**src/design/tcb_pkg.sv**
```systemverilog
// Shared types and constants for the text cell buffer.
`timescale 1ns / 1ps
`default_nettype none
package tcb_pkg;

    // Default geometry limits of the cell store.
    localparam int DEF_MAX_COLS = 128;
    localparam int DEF_MAX_ROWS = 64;

    // Width of column and row counts (holds up to 511).
    localparam int CW = 9;
    // Width of linear indexes and products of two counts.
    localparam int IW = 2 * CW;
    // One cell: glyph, attribute, foreground and background color.
    localparam int CELL_W = 96;

    // Configuration register indexes.
    localparam logic CFG_COLUMNS   = 1'b0;
    localparam logic CFG_ROW_COUNT = 1'b1;

    // Request kinds.
    typedef enum logic [2:0] {
        REQ_WRITE     = 3'd0,
        REQ_READ_XY   = 3'd1,
        REQ_MOVE_TO   = 3'd2,
        REQ_MOVE_REL  = 3'd3,
        REQ_NEXT_LINE = 3'd4,
        REQ_SCROLL    = 3'd5,
        REQ_CLEAR     = 3'd6,
        REQ_READ_CUR  = 3'd7
    } req_t;

    // Sequencer states.
    typedef enum logic [3:0] {
        ST_IDLE,
        ST_MUL_SIZE,
        ST_MUL_BASE,
        ST_EXEC,
        ST_DIV,
        ST_CP_RD,
        ST_CP_WR,
        ST_ZERO,
        ST_DONE
    } state_t;

endpackage
`default_nettype wire

```
**src/design/tcb_div.sv**
```systemverilog
// Restoring divider, one quotient bit per cycle.
`timescale 1ns / 1ps
`default_nettype none
module tcb_div
    import tcb_pkg::*;
(
    input  wire logic          aclk,
    input  wire logic          aresetn,
    input  wire logic          start,
    input  wire logic [IW-1:0] dividend,
    input  wire logic [CW-1:0] divisor,
    output logic               done,
    output logic      [IW-1:0] quotient,
    output logic      [CW-1:0] remainder
);

    localparam int NW = $clog2(IW + 1);

    logic [IW-1:0] quo_reg;
    logic [CW-1:0] rem_reg;
    logic [CW-1:0] dvs_reg;
    logic [NW-1:0] cnt_reg;
    logic          busy_reg;
    logic [CW:0]   trial;
    logic          fits;

    // Shift in the next dividend bit and try a subtraction.
    assign trial = {rem_reg, quo_reg[IW-1]};
    assign fits  = (trial >= {1'b0, dvs_reg});

    always_ff @(posedge aclk) begin
        if (!aresetn) begin
            busy_reg <= 1'b0;
            cnt_reg  <= '0;
        end else if (start) begin
            busy_reg <= 1'b1;
            cnt_reg  <= NW'(IW);
            quo_reg  <= dividend;
            rem_reg  <= '0;
            dvs_reg  <= divisor;
        end else if (busy_reg) begin
            quo_reg <= {quo_reg[IW-2:0], fits};
            rem_reg <= fits ? CW'(trial - {1'b0, dvs_reg}) : CW'(trial);
            cnt_reg <= cnt_reg - 1'b1;
            if (cnt_reg == NW'(1)) begin
                busy_reg <= 1'b0;
            end
        end
    end

    assign done      = !busy_reg && !start;
    assign quotient  = quo_reg;
    assign remainder = rem_reg;

endmodule
`default_nettype wire

```
**config.mk**
```make
export PLATFORM = sky130hd
export DESIGN_NAME = tcb_div
export DESIGN_NICKNAME = d
export VERILOG_FILES = /design/src/design/tcb_pkg.sv /design/src/design/tcb_div.sv
export SDC_FILE = /design/constraint.sdc
export NUM_CORES = 1
export LEC_CHECK = 0
export BUFFER_PORTS_ARGS = -buffer_cell sky130_fd_sc_hd__buf_2
export CAP_MARGIN = 10
export CORE_MARGIN = 10
export CORE_UTILIZATION = 54
export CTS_BUF_LIST = sky130_fd_sc_hd__clkbuf_4
export DETAILED_ROUTE_END_ITERATION = 8
export GPL_ROUTABILITY_DRIVEN = 0
export PLACE_DENSITY = 0.9
export SLEW_MARGIN = 20
export SYNTH_ARGS = -nofsm -noshare
export SYNTH_HDL_FRONTEND = slang
export SYNTH_SLANG_ARGS = --single-unit
```
**constraint.sdc**
```tcl
create_clock -name aclk -period 2.7 [get_ports aclk]
set_input_delay 0.81 -clock aclk [delete_from_list [all_inputs] [get_ports aclk]]
set_output_delay 0.81 -clock aclk [all_outputs]
set_load 0.005 [all_outputs]
```
# After elaboration in Yosys (flattened, before gate mapping)
# Cells that the tools add are included.
[classes] muxes=9 magnitude_cmp=1 n_addsub=2 n_eq_ne=1 bitwise_logic=1 reduce_logical=7
[ops] operator="$mux 18" n=2
[ops] operator="$mux 9" n=2
[ops] operator="$ge 10x9->1" n=1
[ops] operator="$mux 5" n=2
[ops] operator="$sub 9x9->9" n=1
[ops] operator="$eq 5x1->1 const B" n=1
[ops] operator="$sub 5x1->5 const B" n=1
[ops] operator="$reduce_and 2->1" n=2
[ops] operator="$mux 1" n=3
[ops] operator="$logic_not 1->1" n=2
[ops] operator="$reduce_bool 2->1" n=1
[ops] operator="$reduce_or 2->1" n=1
[ops] operator="$logic_and 1x1->1" n=1
[ops] operator="$not 1->1" n=1
[word_totals] word_cells=27 regBits=42 input_bits=30 out_inout_bits=28

# Logic depth before layout (Yosys ltp)
[depth] ltp_word=4 depth_mapped=10 mapped_depth_nobuf=9

# Worst setup path after synthesis
# OpenSTA, ideal clock, no wires.
[synth_path] path_kind="input -> register" from="in start" to="reg quo_reg[0], in the netlist quotient[0], enable pin" required_time_ns=2.318 setup_ns=0.382 cell_stages=4 t_arrival_ns=2.052 path_slack_ns=0.267 path_buffers=2 cell_sequence="clkbuf_1 clkbuf_1 o21ai_0 inv_1"
[synth_via] elab_chain_len=2
[synth_rtl] item="from (decl)" line_no="tcb_div.sv:9" text="input wire logic start,"
[synth_rtl] item="$reduce_bool 2->1 (no line)"
[synth_rtl] item="$reduce_and 2->1 (no line)"
[synth_rtl] item="to (signal assigned)" line_no="tcb_div.sv:38" text="quo_reg <= dividend;"
[synth_rtl] item="to (signal assigned)" line_no="tcb_div.sv:42" text="quo_reg <= {quo_reg[IW-2:0], fits};"
[synth_rtl] item="to (decl)" line_no="tcb_div.sv:19" text="logic [IW-1:0] quo_reg;"
# Every way passes these cells.
# A chain may end at the register's enable or synchronous reset.

# Worst setup path in the final report
[layout_path] from="reg quo_reg[17], in the netlist quotient[17]" to="reg quo_reg[0], in the netlist quotient[0], data pin"
[layout_via] elab_chain_len=3
[layout_rtl] item="$ge 10x9->1" line_no="tcb_div.sv:29" text="assign fits = (trial >= {1'b0, dvs_reg});"
[layout_rtl] item="$mux 18" line_no="tcb_div.sv:41" text="end else if (busy_reg) begin"
[layout_rtl] item="$mux 18" line_no="tcb_div.sv:35" text="end else if (start) begin"
# Every way passes these cells. The select of a mux whose other input is x is not followed.

==> results.sh <==
export IMPL_status="complete, no violations"
export IMPL_crit_start="quotient[17]$_DFFE_PP_"
export IMPL_ir_worst_vdd_mv=0.4116
export IMPL_ctsHoldBuffers=0
export IMPL_worst_pin_slew_ns=1.003
export IMPL_wl_mm=4.594
export IMPL_ant_nets=0
export IMPL_die_y_um=83.93
export IMPL_fin_crit_ns=2.559
export IMPL_synth_area_leaders="edfxtp_1, mux2_2, ha_1, dfxtp_1, inv_1"
export IMPL_p_int_mw=1.059
export IMPL_comb_power_share_pct=25.3
export IMPL_cp_end_kind="flop"
export IMPL_antenna_found_initial=0
export IMPL_io_pins=58
export IMPL_slew_headroom_pct=33.08
export IMPL_drv_cap=0
export IMPL_cts_root_buffer="clkbuf_4"
export IMPL_seqPwrFrac_pct=54.0
export IMPL_yosys_area_share_adder_pct=7.143
export IMPL_hp_start="cnt_reg[3]$_SDFFE_PP0P_"
export IMPL_arrival_ns=2.68
export IMPL_largest_reg_flops=18
export IMPL_synth_top_family_by_area="compound AO/OA/AOI/OAI gates"
export IMPL_cts_sinks=42
export IMPL_rows=23
export IMPL_nNetsFinal=273
export IMPL_htree_levels=2
export IMPL_numCtsBuffers=5
export IMPL_wire_per_inst_um=16.29
export IMPL_grt_max_degree=28
export IMPL_io_buffers=57
export IMPL_dp_hpwl_mm=3.593
export IMPL_final_cell_area_mm2=0.002595
export IMPL_synthCells=171
export IMPL_start_util_pct=55.58
export IMPL_hold_class="flop to flop"
export IMPL_dpl_cell_area_mm2=0.002540
export IMPL_r2r_start="quotient[17]$_DFFE_PP_"
export IMPL_synth_cell_types=37
export IMPL_max_freq_ghz=0.3907
export IMPL_grt_usage_pct=13.14
export IMPL_drive_gt1_share_pct=40.09
export IMPL_synth_compound_area_share_pct=11.96
export IMPL_fp_dieW_um=83.93
export IMPL_grt_pass1_vias=1657
export IMPL_ys_async_sr_fraction_pct=0
export IMPL_clk_latency_ns=0.35
export IMPL_met1_usage_pct=13.76
export IMPL_synthesis_area_mm2=0.002207
export IMPL_path_class="flop to flop"
export IMPL_synth_most_common_cell="edfxtp_1"
export IMPL_critPathLaunchType="flop"
export IMPL_drc_errors=0
export IMPL_dieArea_mm2=0.007044
export IMPL_synth_edff_count=36
export IMPL_fin_crit_sh_pct=94.79
export IMPL_fin_ws_ns=0.1407
export IMPL_finalSetupTns_ns=0
export IMPL_gr_usage_met2_pct=22.09
export IMPL_diodes=0
export IMPL_syn_area_per_cell_um2=12.91
export IMPL_yosys_warnings=0
export IMPL_whs_ns=0.5318
export IMPL_finalMaxSlewViolations=0
export IMPL_p_leak_nw=1.106
export IMPL_cp_max_fo=14
export IMPL_detail_route_iter0_violations=78
export IMPL_finalHoldViolCount=0
export IMPL_fp_coreArea_mm2=0.003971
export IMPL_synth_ff_type="edfxtp_1"
export IMPL_ys_seq_area_share_pct=54.42
export IMPL_rsz0062_at_grt="no"
export IMPL_synth_nets=213
export IMPL_top_usage_layer="met2"
export IMPL_power_switching_uw=426.1
export IMPL_switching_share_pct=28.70
export IMPL_syn2layout_area_growth_pct=17.57
export IMPL_dr_pass1_iters=4
export IMPL_cts_tree="built"
export IMPL_synth_top_area_share_pct=48.98
export IMPL_setup_viol=0
export IMPL_ctsResizeCount=0
export IMPL_ys_seq_elements=42
export IMPL_cts_setup_buffers=0
export IMPL_preCtsSetupSlack_ns=0.1669
export IMPL_vias=1529
export IMPL_yosys_area_share_simple_pct=8.390
export IMPL_use_met3_pct=7.129
export IMPL_power_density_mw_per_mm2=572.1
export IMPL_cts_reportedPaths_clkPinSlew_ns=0.12
export IMPL_clock_skew_ns=0.01144
export IMPL_grt_pass1_wl_mm=7.686
export IMPL_cp_required_ns=2.82
export IMPL_clk_path_buf_depth=2
export IMPL_gr_total_overflow=0
export IMPL_synth_top_cells_by_count="edfxtp_1, mux2_2, inv_1, nor2_1, ha_1"
export IMPL_synthXorXnorAreaFrac_pct=2.778
export IMPL_clkPwrFrac_pct=20.7
export IMPL_muxShareOfSynthArea_pct=11.22
export IMPL_post_drt_via_cell_ratio=5.422
export IMPL_synth_area_leader_cell="edfxtp_1"
## critical path, stage by stage, from the launching register on
cell and delay (ns):
edfxtp_1 0.42, inv_1 0.09, ha_1 0.19, inv_1 0.06, fa_1 0.41, a21o_1 0.24, a221oi_4 0.35, a31oi_4 0.25
mux2_2 0.33
## power groups by stage
| stage | sequential (mW) | combinational, mW | clock, mW |
|---|---|---|---|
| global placement | 0.814 | 0.363 | 0 |
| floorplan | 0.812 | 0.277 | 0 |
| finish | 0.802 | 0.375 | 0.308 |
| global route | 0.810 | 0.417 | 0.334 |
| detailed placement | 0.817 | 0.376 | 0 |
| CTS | 0.803 | 0.379 | 0.319 |
## stage by stage
stage / instances / power (mW) / utilization [%]
floorplan: 171 / 1.089 / -
global placement: 274 / 1.178 / 63.96
detailed placement: 274 / 1.192 / 63.96
CTS: 282 / 1.501 / 65.34
global route: 282 / 1.561 / 65.34
finish: 282 / 1.485 / 65.34
## per-layer routing
metal  share of wire [%]  wire length [um]
met1                  40              1821
met2                  49              2237
met3                  11               486
met4                 1.0                48
met5                   0                 0
## worst paths after layout
kind	to	slack, ns	cells past startpoint
worst max register to register	quotient[0]$_DFFE_PP_	0.14	8
worst max-delay path	quotient[0]$_DFFE_PP_	0.14	8
worst min-delay path	cnt_reg[3]$_SDFFE_PP0P_	0.53	2
worst min register to register	cnt_reg[3]$_SDFFE_PP0P_	0.53	2
## kinds of logic (layout without fill, tap and decap cells)
family                   Yosys count  in the layout
AO/OA/AOI/OAI                     29             29
multiplexers                      22             22
buffers and inverters             22             83
adder cells (fa/ha/maj)           12             12
XOR/XNOR                           7              7
AND/OR/NAND/NOR                   37             37
flip-flops                        42             42
## placed cells by master (no fill, tap or decap), drive strengths merged
cell and count:
o21bai 1, nand3 6, fa 1, mux2 19, nor2 16, clkinv 2, ha 11, clkbuf 6
a31oi 3, nor3 1, o2111ai 1, inv 16, a21o 5, or2 2, xnor2 6, nor2b 1
a2111oi 1, buf 59, nor4b 1, o21a 3, o21ai 5, a221oi 2, xor2 1, a211o 1
or3 1, dfxtp 6, a21oi 4, nand2b 2, and2 1, edfxtp 36, mux2i 3, nand4 2
a211oi 3, nand2 2, and3 2
## cell type report
class / count / area [um^2]
timing repair buffer: 59 / 300.3
fill: 309 / 1376
inverter: 16 / 60.06
tap: 50 / 62.56
clock buffer: 6 / 45.04
multi-input combinational: 107 / 915.9
clock inverter: 2 / 10.01
sequential: 42 / 1201
No activity file was read; power rests on OpenSTA's default activity.
