### config.mk
export PLATFORM = sky130hd
export DESIGN_NAME = tcb_ram
export DESIGN_NICKNAME = d
export VERILOG_FILES = /design/src/design/tcb_ram.sv
export SDC_FILE = /design/constraint.sdc
export NUM_CORES = 1
export LEC_CHECK = 0
export BUFFER_PORTS_ARGS = -buffer_cell sky130_fd_sc_hd__clkbuf_2
export CAP_MARGIN = 5
export CORE_ASPECT_RATIO = 0.7
export CORE_MARGIN = 2
export CORE_UTILIZATION = 55
export DETAILED_ROUTE_END_ITERATION = 16
export PLACE_DENSITY = 0.77
export SYNTH_ARGS = -nofsm -noshare
export SYNTH_HDL_FRONTEND = slang
export SYNTH_SLANG_ARGS = --single-unit
### constraint.sdc
create_clock -name aclk -period 1.8 [get_ports aclk]
set_clock_uncertainty 0.05 [all_clocks]
set_input_delay 0 -clock aclk [delete_from_list [all_inputs] [get_ports aclk]]
set_output_delay 0 -clock aclk [all_outputs]
set_load 0.01 [all_outputs]
### src/design/tcb_ram.sv
// Generic memory with one write port and one registered read port.
`timescale 1ns / 1ps
`default_nettype none
module tcb_ram #(
    parameter int WIDTH = 8,
    parameter int DEPTH = 16,
    parameter int AW    = (DEPTH > 1) ? $clog2(DEPTH) : 1
) (
    input  wire logic             aclk,
    input  wire logic             we,
    input  wire logic [AW-1:0]    waddr,
    input  wire logic [WIDTH-1:0] wdata,
    input  wire logic [AW-1:0]    raddr,
    output logic      [WIDTH-1:0] rdata
);

    logic [WIDTH-1:0] mem [DEPTH];

    // Write port and registered read.
    always_ff @(posedge aclk) begin
        if (we) begin
            mem[waddr] <= wdata;
        end
        rdata <= mem[raddr];
    end

endmodule
`default_nettype wire

# ---- Yosys cells after proc, flatten, opt, wreduce, memory -nomap -nowiden
# Memory sizes are Yosys's and may differ from the RTL's. A register that Yosys moved wholly into a read port is not among the register bits.
# Index checks and enable logic that the tools add are counted.
dict set report totals {
  regBits 0
  ram_bits 128
  in_bits 18
  elab_cells 3
  memories 1
}
# name depth width read_ports rd_clocked_by_memory_dff wr line
set memory_table {}
lappend memory_table {mem 16 8 1 1 1 17} ;# logic [WIDTH-1:0] mem [DEPTH];
dict set report classes {
  n_mux 2
}
# op count
set ops {}
lappend ops {{$mux W1} 2}

# ---- Logic depth before layout (Yosys ltp)
# Gate-level depths: netlist of run 1.
dict set report depth {
  depth_word 2
  mapped_depth 5
  mapped_depth_nobuf 3
}

# ---- Worst setup path after synthesis of run 1
# No wires, ideal clock.
dict set report synth_timing {
  kind {in2reg}
  from {in waddr[2]}
  to {mem mem[0][0] (enable)}
  setup_time_ps 383
  arrival_ps 1110
  required_time_ps 1367
  setup_slack_ps 257
  stages 2
  cell_sequence {or3b_2 > nor3_1}
}
# item line
set synth_rtl {}
lappend synth_rtl {{start: declaration} 11} ;# input wire logic [AW-1:0] waddr,
lappend synth_rtl {{end: declaration} 17}
# No word-level cell before the write port.

==> results of run 1 <==
==> placed cells by master (no fill, tap or decap) <==
| master | synthesis | final |
|---|---|---|
| nor2b_1 | 1 | 1 |
| dlygate4sd3_1 | 0 | 7 |
| nand2b_1 | 2 | 2 |
| clkinv_1 | 0 | 1 |
| nor2_1 | 13 | 13 |
| dfxtp_1 | 8 | 8 |
| and2b_1 | 1 | 1 |
| edfxtp_1 | 128 | 128 |
| buf_12 | 0 | 2 |
| nand2_1 | 9 | 9 |
| mux4_2 | 18 | 18 |
| and2_1 | 1 | 1 |
| clkbuf_8 | 0 | 4 |
| or3b_2 | 1 | 1 |
| a22oi_1 | 16 | 16 |
| clkbuf_2 | 0 | 25 |
| nor3_1 | 4 | 4 |
| clkinv_2 | 0 | 4 |
| clkbuf_1 | 0 | 5 |
| mux4_1 | 14 | 14 |
| buf_4 | 1 | 20 |
| nand3b_1 | 2 | 2 |
| clkbuf_16 | 0 | 17 |
| nand3_1 | 1 | 1 |
==> power by group through the flow <==
stage	Sequential, mW	Combinational (mW)	Clock (mW)
6_report	3.57	0.344	3.05
3_5_place_dp	3.63	0.334	0
2_1_floorplan	3.63	0.180	0
4_1_cts	3.57	0.348	3.11
5_1_grt	3.58	0.374	3.23
3_3_place_gp	3.63	0.326	0
==> worst max-delay path, cell delays in order (launching register included) <==
cell and delay (ns):
edfxtp_1 0.37, mux4_1 0.52, a22oi_1 0.27, nand2_1 0.08
==> area by class of cell <==
| class | count | share of cell area |
|---|---|---|
| Sequential cell | 136 | 0.654 |
| Multi-Input combinational cell | 83 | 0.173 |
| Clock buffer | 26 | 0.0815 |
| Timing Repair Buffer | 54 | 0.0629 |
| Tap cell | 124 | 0.0253 |
| Clock inverter | 5 | 0.00388 |
==> cells by family after synthesis <==
kind of cell	count (synthesis)	synth area share
flops	136	0.778
simple gates	35	0.0318
mux	32	0.150
compound gates	16	0.0233
buf+inv	10	0.0168
==> final timing paths <==
check                                 from         to  depth (start not counted)  slack, ns
worst max-delay path             mem[1][2]   rdata[2]                          3       0.39
worst min-delay path              wdata[3]  mem[6][3]                          1       0.02
worst max register to register   mem[1][2]   rdata[2]                          3       0.39
worst min register to register  mem[11][3]   rdata[3]                          3       0.63
==> metal layers <==
metal,part of all wire,up-vias,global-route usage
li1,-,1099,-
met1,0.44,1283,0.324
met2,0.48,99,0.320
met3,0.079,6,0.0659
met4,0.0043,0,0.0749
met5,0,-,0
==> metrics by stage <==
step	util	worst slack (ns)	std cells	cell area, sq um
floorplan	-	0.257	229	5150
global placement	0.610	0.328	390	5530
detailed placement	0.610	0.273	390	5530
CTS	0.675	0.361	428	6120
global route	0.675	0.329	428	6120
finish	0.675	0.395	428	6120
==> repair_timing <==
action	in CTS	in global routing
hold endpoints to repair	112	0
hold buffers	7	0
resized for setup	0	0
==> sequential cells by signal (all words and copies together) (netlist names) <==
register / cells
mem: 128
rdata: 8
==> run_results.csv, run 1 <==
group,metric,value,unit
clocking,cts_tree,"yes",
timing,period_share,0.781,
cells_and_area,nets,310,
detailed_routing,vias,2487,
placed_design,gp_congestion,0.826,
placed_design,dp_hpwl,6.27,mm
power,p_leak,2.11,nW
power,combPwrFrac,0.049,
yosys,synth_area_leader_cell,"edfxtp_1",
cells_and_area,drive_gt1_frac,0.299,
detailed_routing,drtPass1Iterations,4,
yosys,synth_nets,247,
floorplanning,pin_count,26,
yosys,synth.yosys.seq_area_share,0.778,
worst_setup_path,crit_path_start_kind,"register",
worst_setup_path,worstPathMaxFanout,1,
power,p_total,6.97,mW
timing,drv_slew,0,
run_status,outcome,"completed",
yosys,synth_warnings,0,
timing,rsz0062_at_grt,"no",
floorplanning,rows,29,
cells_and_area,area_delta_synth_final,19.0,%
clocking,cts_root_buf,"clkbuf_16",
floorplanning,dieArea,10200,sq um
cells_and_area,antenna_cells,0,
floorplanning,core_area,9070,sq um
cells_and_area,nFillCells,566,
global_route,grt_pass1_wl,15.4,mm
power,switching_power,1.39,mW
yosys,synth.most_common_cell,"edfxtp_1",
detailed_routing,drc_errors,0,
worst_setup_path,critPathKind,"reg2reg",
floorplanning,die_w,120,microns
power,p_int,5.58,mW
yosys,syn_avg_cell_area,22.5,sq um
yosys,synth_common_cells,"128 x edfxtp_1, 18 x mux4_2, 16 x a22oi_1",
power,ir_drop,982,uV
power,p_sw_frac,0.199,
detailed_routing,drt-total-wl,10.0,mm
timing,finalSetupViolations,0,
floorplanning,initial_core_util,0.567,
placed_design,numPortBuffers,25,
power,p_per_area,1140,nW/um^2
detailed_routing,routedWlPerCell,23.4,microns
cells_and_area,seqCellArea,4000,sq um
yosys,netlist_area,5150,sq um
global_route,grt_max_degree,33,
clocking,path_clk_slew,0.06,ns
detailed_routing,drt-initial-drc-count,338,
yosys,synth.area.top_cells,"edfxtp_1 75%, mux4_2 7.9%, mux4_1 7.1%",
cells_and_area,multi_input_area,1060,sq um
timing,fin_crit,1.41,ns
detailed_routing,via_per_inst,5.81,
floorplanning,fp.dieH,84.9,microns
clocking,clk_path_buf_depth,2,
yosys,ys.flop_type,"edfxtp_1",
clocking,post_cts_buffers,0,
global_route,grtUsageTotal,0.220,
power,clkPwrFrac,0.438,
clocking,clkSinkCount,136,
global_route,grt_pass1_vias,2548,
timing,max_slew_margin,0.653,
power,seqPwrFrac,0.513,
yosys,synth_edf_count,128,
job,max_cap_violations,0,
yosys,async_flop_share,0,
timing,worstMarginPinSlew,0.518,ns
yosys,synthDistinctLibCells,19,
yosys,netlist_instances,229,
timing,fin_hold_ws,0.0247,ns
timing,hold_violations,0,
worst_setup_path,required,2.04,ns
global_route,antenna_found_initial,0,
yosys,synth_top_area_frac,0.747,
clocking,htreeDepth,4,
detailed_routing,postRouteAntennaNets,0,
clocking,cts_buffers,17,
timing,timing.fmax,0.712,GHz
timing,finalSetupTns,0,ns
min_path,hold_class,"in2reg",
worst_setup_path,cp.arrival,1.64,ns
yosys,synth_seq_cells,136,
global_route,overflow,0,
worst_setup_path,end_kind,"register",
clocking,worstSkewPairLatency,0.41,ns
No activity file was read; power rests on OpenSTA's default activity.
==> inputs of run 2 (changes only) <==
--- a/config.mk
+++ b/config.mk
@@ -5,13 +5,14 @@
 export SDC_FILE = /design/constraint.sdc
 export NUM_CORES = 1
 export LEC_CHECK = 0
+export ABC_AREA = 1
 export BUFFER_PORTS_ARGS = -buffer_cell sky130_fd_sc_hd__clkbuf_2
 export CAP_MARGIN = 5
 export CORE_ASPECT_RATIO = 0.7
 export CORE_MARGIN = 2
 export CORE_UTILIZATION = 55
 export DETAILED_ROUTE_END_ITERATION = 16
-export PLACE_DENSITY = 0.77
+export PLACE_DENSITY = 0.79
 export SYNTH_ARGS = -nofsm -noshare
 export SYNTH_HDL_FRONTEND = slang
 export SYNTH_SLANG_ARGS = --single-unit
==> constraint.sdc (replaced) <==
create_clock -name aclk -period 1.2 [get_ports aclk]
set_clock_uncertainty 0.05 [all_clocks]
set_input_delay 0 -clock aclk [delete_from_list [all_inputs] [get_ports aclk]]
set_output_delay 0 -clock aclk [all_outputs]
set_load 0.01 [all_outputs]
==> run 2 against run 1 <==
Hold slack worse by 0.017 ns. Flip-flop and latch count unchanged. Largest cell class unchanged. Synthesized cell count up 140%. Final area up 9.8%. Critical path depth up 4. Non-clock buffer count is 3 higher. Power rose by 54%. Sequential share of layout area is 5.8 points lower. First-iteration DRC count rose by 20%. Highest routed layer unchanged.
==> run_results.csv, run 2 <==
group,metric,value,unit
run_status,outcome,"completed",
detailed_routing,routedWlPerCell,16.3,microns
clocking,path_clk_slew,0.05,ns
worst_setup_path,cp.arrival,1.36,ns
timing,finalSetupViolations,0,
floorplanning,die_w,126,microns
timing,hold_violations,0,
worst_setup_path,crit_slowest_cell,"dlygate4sd3_1",
timing,drv_slew,0,
clocking,clkSinkCount,136,
cells_and_area,area_delta_synth_final,16.6,%
yosys,synth_common_cells,"173 x nand2_1, 128 x edfxtp_1, 100 x inv_1",
clocking,worstSkewPairLatency,0.41,ns
placed_design,gp_congestion,0.830,
cells_and_area,top_regs,"mem (128), rdata (8)",
cells_and_area,layout_commonest_cell,"nand2_1",
min_path,hp-start,"wdata[7]",
yosys,synth_xor_xnor_area_share,0,
cells_and_area,fin_area,6720,sq um
worst_setup_path,cp_top_family,"buffers and inverters",
job,max_cap_violations,0,
yosys,synth_edf_count,128,
floorplanning,core_area,10300,sq um
worst_setup_path,worstPathMaxFanout,16,
global_route,grt_max_degree,65,
yosys,synth.yosys.seq_area_share,0.694,
detailed_routing,via_per_inst,5.21,
global_route,overflow,0,
global_route,grt_pass1_vias,3643,
cells_and_area,registers.top_by_ff_count,"mem",
yosys,yosys.area_share.simple,0.210,
yosys,synth_area_leader_cell,"edfxtp_1",
global_route,grtUsageTotal,0.228,
detailed_routing,drt-total-wl,12.2,mm
clocking,cts_tree,"yes",
yosys,synth_nets,569,
yosys,synth_warnings,0,
timing,rsz0062_at_grt,"no",
detailed_routing,drt-initial-drc-count,405,
floorplanning,pin_count,26,
min_path,hold_class,"in2reg",
yosys,synth_top_family_by_area,"simple AND/OR/NAND/NOR gates",
detailed_routing,drtPass1Iterations,5,
worst_setup_path,crit_chain,"dlygate4sd3_1 -> clkbuf_2 -> inv_1 -> buf_4 -> nand3_1 -> nand3_1 -> nand2_1",
yosys,netlist_instances,551,
worst_setup_path,cp_common_cell,"nand3_1",
power,p_per_area,1590,nW/um^2
worst_setup_path,crit_path_start_kind,"input pin",
power,p_leak,2.96,nW
detailed_routing,postRouteAntennaNets,0,
clocking,htreeDepth,4,
timing,period_share,0.922,
floorplanning,fp.dieH,89.7,microns
worst_setup_path,required,1.45,ns
worst_setup_path,critPathKind,"in2reg",
timing,worstMarginPinSlew,0.378,ns
worst_setup_path,r2r_cells,6,
yosys,synthDistinctLibCells,12,
placed_design,dp_hpwl,7.64,mm
timing,timing.fmax,0.903,GHz
detailed_routing,vias,3895,
placed_design,dpl_cell_area,6140,sq um
yosys,async_flop_share,0,
worst_setup_path,cp_num_cells,7,
yosys,synth.area.top_cells,"edfxtp_1 67%, nand2_1 11%, nand3_1 8.4%",
cells_and_area,antenna_cells,0,
min_path,min_to,"mem[12][7]",
power,ir_drop,1290,uV
worst_setup_path,r2r-start,"mem[5][4]",
yosys,synth.most_common_cell,"nand2_1",
clocking,cts_root_buf,"clkbuf_16",
yosys,ys.flop_type,"edfxtp_1",
floorplanning,rows,31,
cells_and_area,nets,621,
worst_setup_path,end_kind,"register",
cells_and_area,largest_reg_flops,128,
yosys,syn_avg_cell_area,10.5,sq um
global_route,antenna_found_initial,0,
placed_design,numPortBuffers,25,
min_path,hold_depth,1,
worst_setup_path,timing.rr.end,"rdata[4]",
timing,fin_crit,1.11,ns
worst_setup_path,crit_path_max_incr_delay,0.53,ns
worst_setup_path,crit_buf_inv,4,
yosys,synth_compound_area_frac,0,
yosys,synth_seq_cells,136,
timing,max_slew_margin,0.748,
cells_and_area,drive_gt1_frac,0.124,
timing,finalSetupTns,0,ns
cells_and_area,layout_common_cells,"173 x nand2_1, 128 x edfxtp_1, 100 x inv_1",
detailed_routing,drc_errors,0,
clocking,post_cts_buffers,0,
yosys,synth_top_area_frac,0.667,
worst_setup_path,r2r_slack,0.17,ns
global_route,grt_pass1_wl,18.9,mm
yosys,netlist_area,5770,sq um
floorplanning,initial_core_util,0.561,
floorplanning,dieArea,11300,sq um
yosys,synth_fa_ha_area_frac,0,
yosys,muxShareOfSynthArea,0,
clocking,cts_buffers,17,
clocking,clk_path_buf_depth,2,
[run 2: layout make-up]
cell class,instances,area [sq um]
Sequential cell,136,4000
Fill cell,774,3550
Clock inverter,5,48.8
Inverter,102,383
Multi-Input combinational cell,289,1210
Clock buffer,26,479
Timing Repair Buffer,57,430
Tap cell,132,165
[run 2: repair_timing]
item / in CTS / in global routing
gates resized for setup: 0 / 0
hold buffers: 6 / 0
hold endpoints to repair: 69 / 0
[run 2: metal layers]
| metal | share of wire | global-route usage | wire length [microns] |
|---|---|---|---|
| met1 | 0.45 | 0.321 | 5530 |
| met2 | 0.45 | 0.344 | 5470 |
| met3 | 0.084 | 0.0658 | 1030 |
| met4 | 0.014 | 0.0879 | 170 |
| met5 | 0 | 0 | 0 |
[run 2: worst max path at each step]
stage	startpoint	end
after floorplan	waddr[2]	mem[10][0]
after global placement	raddr[0]	rdata[1]
after detailed placement	raddr[0]	rdata[1]
after CTS	raddr[2]	rdata[5]
after global routing	raddr[2]	rdata[1]
final	raddr[2]	rdata[5]
[run 2: kinds of logic (layout without fill, tap and decap cells)]
kind of cell	after synthesis	count (layout)
buf+inv	126	190
flops	136	136
simple gates	289	289
[run 2: where the power goes]
part | switching (mW) | leakage (nW) | total [mW] | internal (mW)
Clock | 1.75 | 0.260 | 4.68 | 2.93
Combinational | 0.439 | 1.47 | 0.664 | 0.225
Sequential | 0.0412 | 1.22 | 5.36 | 5.31
Total | 2.23 | 2.96 | 10.7 | 8.47
[run 2: through the flow]
stage | std cells | util | total power, mW | hold slack [ns] | worst slack, ns
floorplan | 551 | - | 5.82 | 0.0489 | 0.199
finish | 747 | 0.654 | 10.7 | 0.00786 | 0.0932
CTS | 747 | 0.654 | 10.8 | 0.00726 | 0.113
global route | 747 | 0.654 | 11.0 | 0.0225 | 0.0490
detailed placement | 710 | 0.597 | 6.09 | 0.336 | 0.0818
global placement | 710 | 0.597 | 6.07 | 0.343 | 0.100
==> inputs of run 3 (changes only) <==
--- a/config.mk
+++ b/config.mk
@@ -13,6 +13,7 @@
 export CORE_UTILIZATION = 55
 export DETAILED_ROUTE_END_ITERATION = 16
 export PLACE_DENSITY = 0.79
+export RECOVER_POWER = 25
 export SYNTH_ARGS = -nofsm -noshare
 export SYNTH_HDL_FRONTEND = slang
 export SYNTH_SLANG_ARGS = --single-unit
==> run 3 against run 2 <==
Sequential share of layout area increased by 0.089 points. Hold slack improved by 0.12 ns. Register-to-register slack about the same. Power about the same. Count of clock-buffer cells in the layout unchanged. Sequential power about the same. Non-clock buffer count unchanged. Critical path depth unchanged. Highest routed layer unchanged.
==> run_results.csv, run 3 (same netlist as run 2, synthesis figures left out) <==
group,metric,value,unit
run_status,outcome,"completed",
timing,fin_crit,1.10,ns
floorplanning,initial_core_util,0.561,
clocking,path_clk_slew,0.05,ns
job,max_cap_violations,0,
timing,hold_violations,0,
power,p_leak,2.94,nW
floorplanning,pin_count,26,
global_route,grt_pass1_wl,18.9,mm
timing,finalSetupTns,0,ns
cells_and_area,nets,621,
placed_design,gp_congestion,0.830,
cells_and_area,area_delta_synth_final,16.4,%
clocking,post_cts_buffers,0,
placed_design,dp_hpwl,7.64,mm
detailed_routing,via_per_inst,5.25,
clocking,cts_buffers,17,
floorplanning,core_area,10300,sq um
global_route,grt_pass1_vias,3643,
timing,drv_slew,0,
cells_and_area,fin_area,6710,sq um
detailed_routing,drtPass1Iterations,5,
clocking,clkSinkCount,136,
worst_setup_path,crit_path_start_kind,"input pin",
detailed_routing,vias,3919,
cells_and_area,registers.top_by_ff_count,"mem",
clocking,cts_resized,0,
cells_and_area,post-route-util,0.653,
cells_and_area,layout_commonest_cell,"nand2_1",
global_route,grtUsageTotal,0.228,
cells_and_area,layout_common_cells,"173 x nand2_1, 128 x edfxtp_1, 100 x inv_1",
timing,finalSetupViolations,0,
global_route,antenna_found_initial,0,
cells_and_area,largest_reg_flops,128,
worst_setup_path,cp.arrival,1.35,ns
clocking,htreeDepth,4,
clocking,cts_hold_buf,6,
timing,worstMarginPinSlew,0.807,ns
detailed_routing,drt-initial-drc-count,376,
floorplanning,rows,31,
cells_and_area,top_regs,"mem (128), rdata (8)",
global_route,grt_max_degree,65,
power,ir_drop,1290,uV
floorplanning,die_w,126,microns
detailed_routing,drt-total-wl,12.2,mm
timing,max_slew_margin,0.462,
clocking,cts_tree,"yes",
worst_setup_path,end_kind,"register",
cells_and_area,nFillCells,776,
worst_setup_path,worstPathMaxFanout,16,
cells_and_area,drive_gt1_frac,0.114,
min_path,hold_class,"in2reg",
timing,rsz0062_at_grt,"no",
worst_setup_path,critPathKind,"in2reg",
global_route,overflow,0,
cells_and_area,antenna_cells,0,
clocking,clk_path_buf_depth,2,
power,p_per_area,1590,nW/um^2
placed_design,dpl_cell_area,6140,sq um
clocking,worstSkewPairLatency,0.41,ns
detailed_routing,postRouteAntennaNets,0,
clocking,cts_root_buf,"clkbuf_16",
timing,period_share,0.914,
worst_setup_path,required,1.45,ns
timing,timing.fmax,0.911,GHz
floorplanning,dieArea,11300,sq um
timing,fin_hold_ws,0.124,ns
floorplanning,fp.dieH,89.7,microns
detailed_routing,routedWlPerCell,16.3,microns
placed_design,numPortBuffers,25,
detailed_routing,drc_errors,0,
run 3: changes by cell type in the layout (fill, tap and decap cells not counted):
cell	change
clkbuf_2	-5
clkbuf_1	+6
buf_4	-1
run 3: final timing paths:
path / startpoint / endpoint / slack, ns / cells after the start
setup / recovery: raddr[2] / rdata[5] / 0.10 / 7
setup reg to reg: mem[5][4] / rdata[4] / 0.18 / 6
hold / removal: wdata[7] / mem[12][7] / 0.12 / 1
hold reg to reg: mem[14][2] / rdata[2] / 0.62 / 6
run 3: layout make-up:
| cell class | instances | area [sq um] | area share |
|---|---|---|---|
| well taps | 132 | 165 | 0.0246 |
| multi-input cells | 289 | 1210 | 0.181 |
| clock buffers | 26 | 479 | 0.0714 |
| clock inverters | 5 | 48.8 | 0.00727 |
| repair buffers | 57 | 420 | 0.0626 |
| inverters | 102 | 383 | 0.0570 |
| flip-flops and latches | 136 | 4000 | 0.596 |
run 3: per-layer routing:
metal  track usage  vias to the layer above  wire [microns]
met4        0.0879                        0             178
met1         0.321                     1829            5330
met2         0.344                      200            5430
met5             0                        -               0
li1              -                     1875               -
met3        0.0658                       15            1230
run 3: where the power goes:
part / internal [mW] / switching [mW] / leakage, nW / total (mW)
combinational: 0.222 / 0.437 / 1.45 / 0.659
sequential: 5.32 / 0.0416 / 1.22 / 5.36
clock: 2.93 / 1.76 / 0.260 / 4.68
total: 8.46 / 2.24 / 2.94 / 10.7
run 3: critical path, cell delays in order:
cell and delay [ns]:
dlygate4sd3_1 0.53, clkbuf_2 0.19, inv_1 0.08, buf_4 0.25, nand3_1 0.12, nand3_1 0.11, nand2_1 0.07
run 3: metrics by stage:
step / worst slack, ns / power [mW] / instances
6_report: 0.103 / 10.7 / 747
3_5_place_dp: 0.0818 / 6.09 / 710
5_1_grt: 0.0490 / 11.0 / 747
2_1_floorplan: 0.199 / 5.82 / 551
3_3_place_gp: 0.100 / 6.07 / 710
4_1_cts: 0.113 / 10.8 / 747
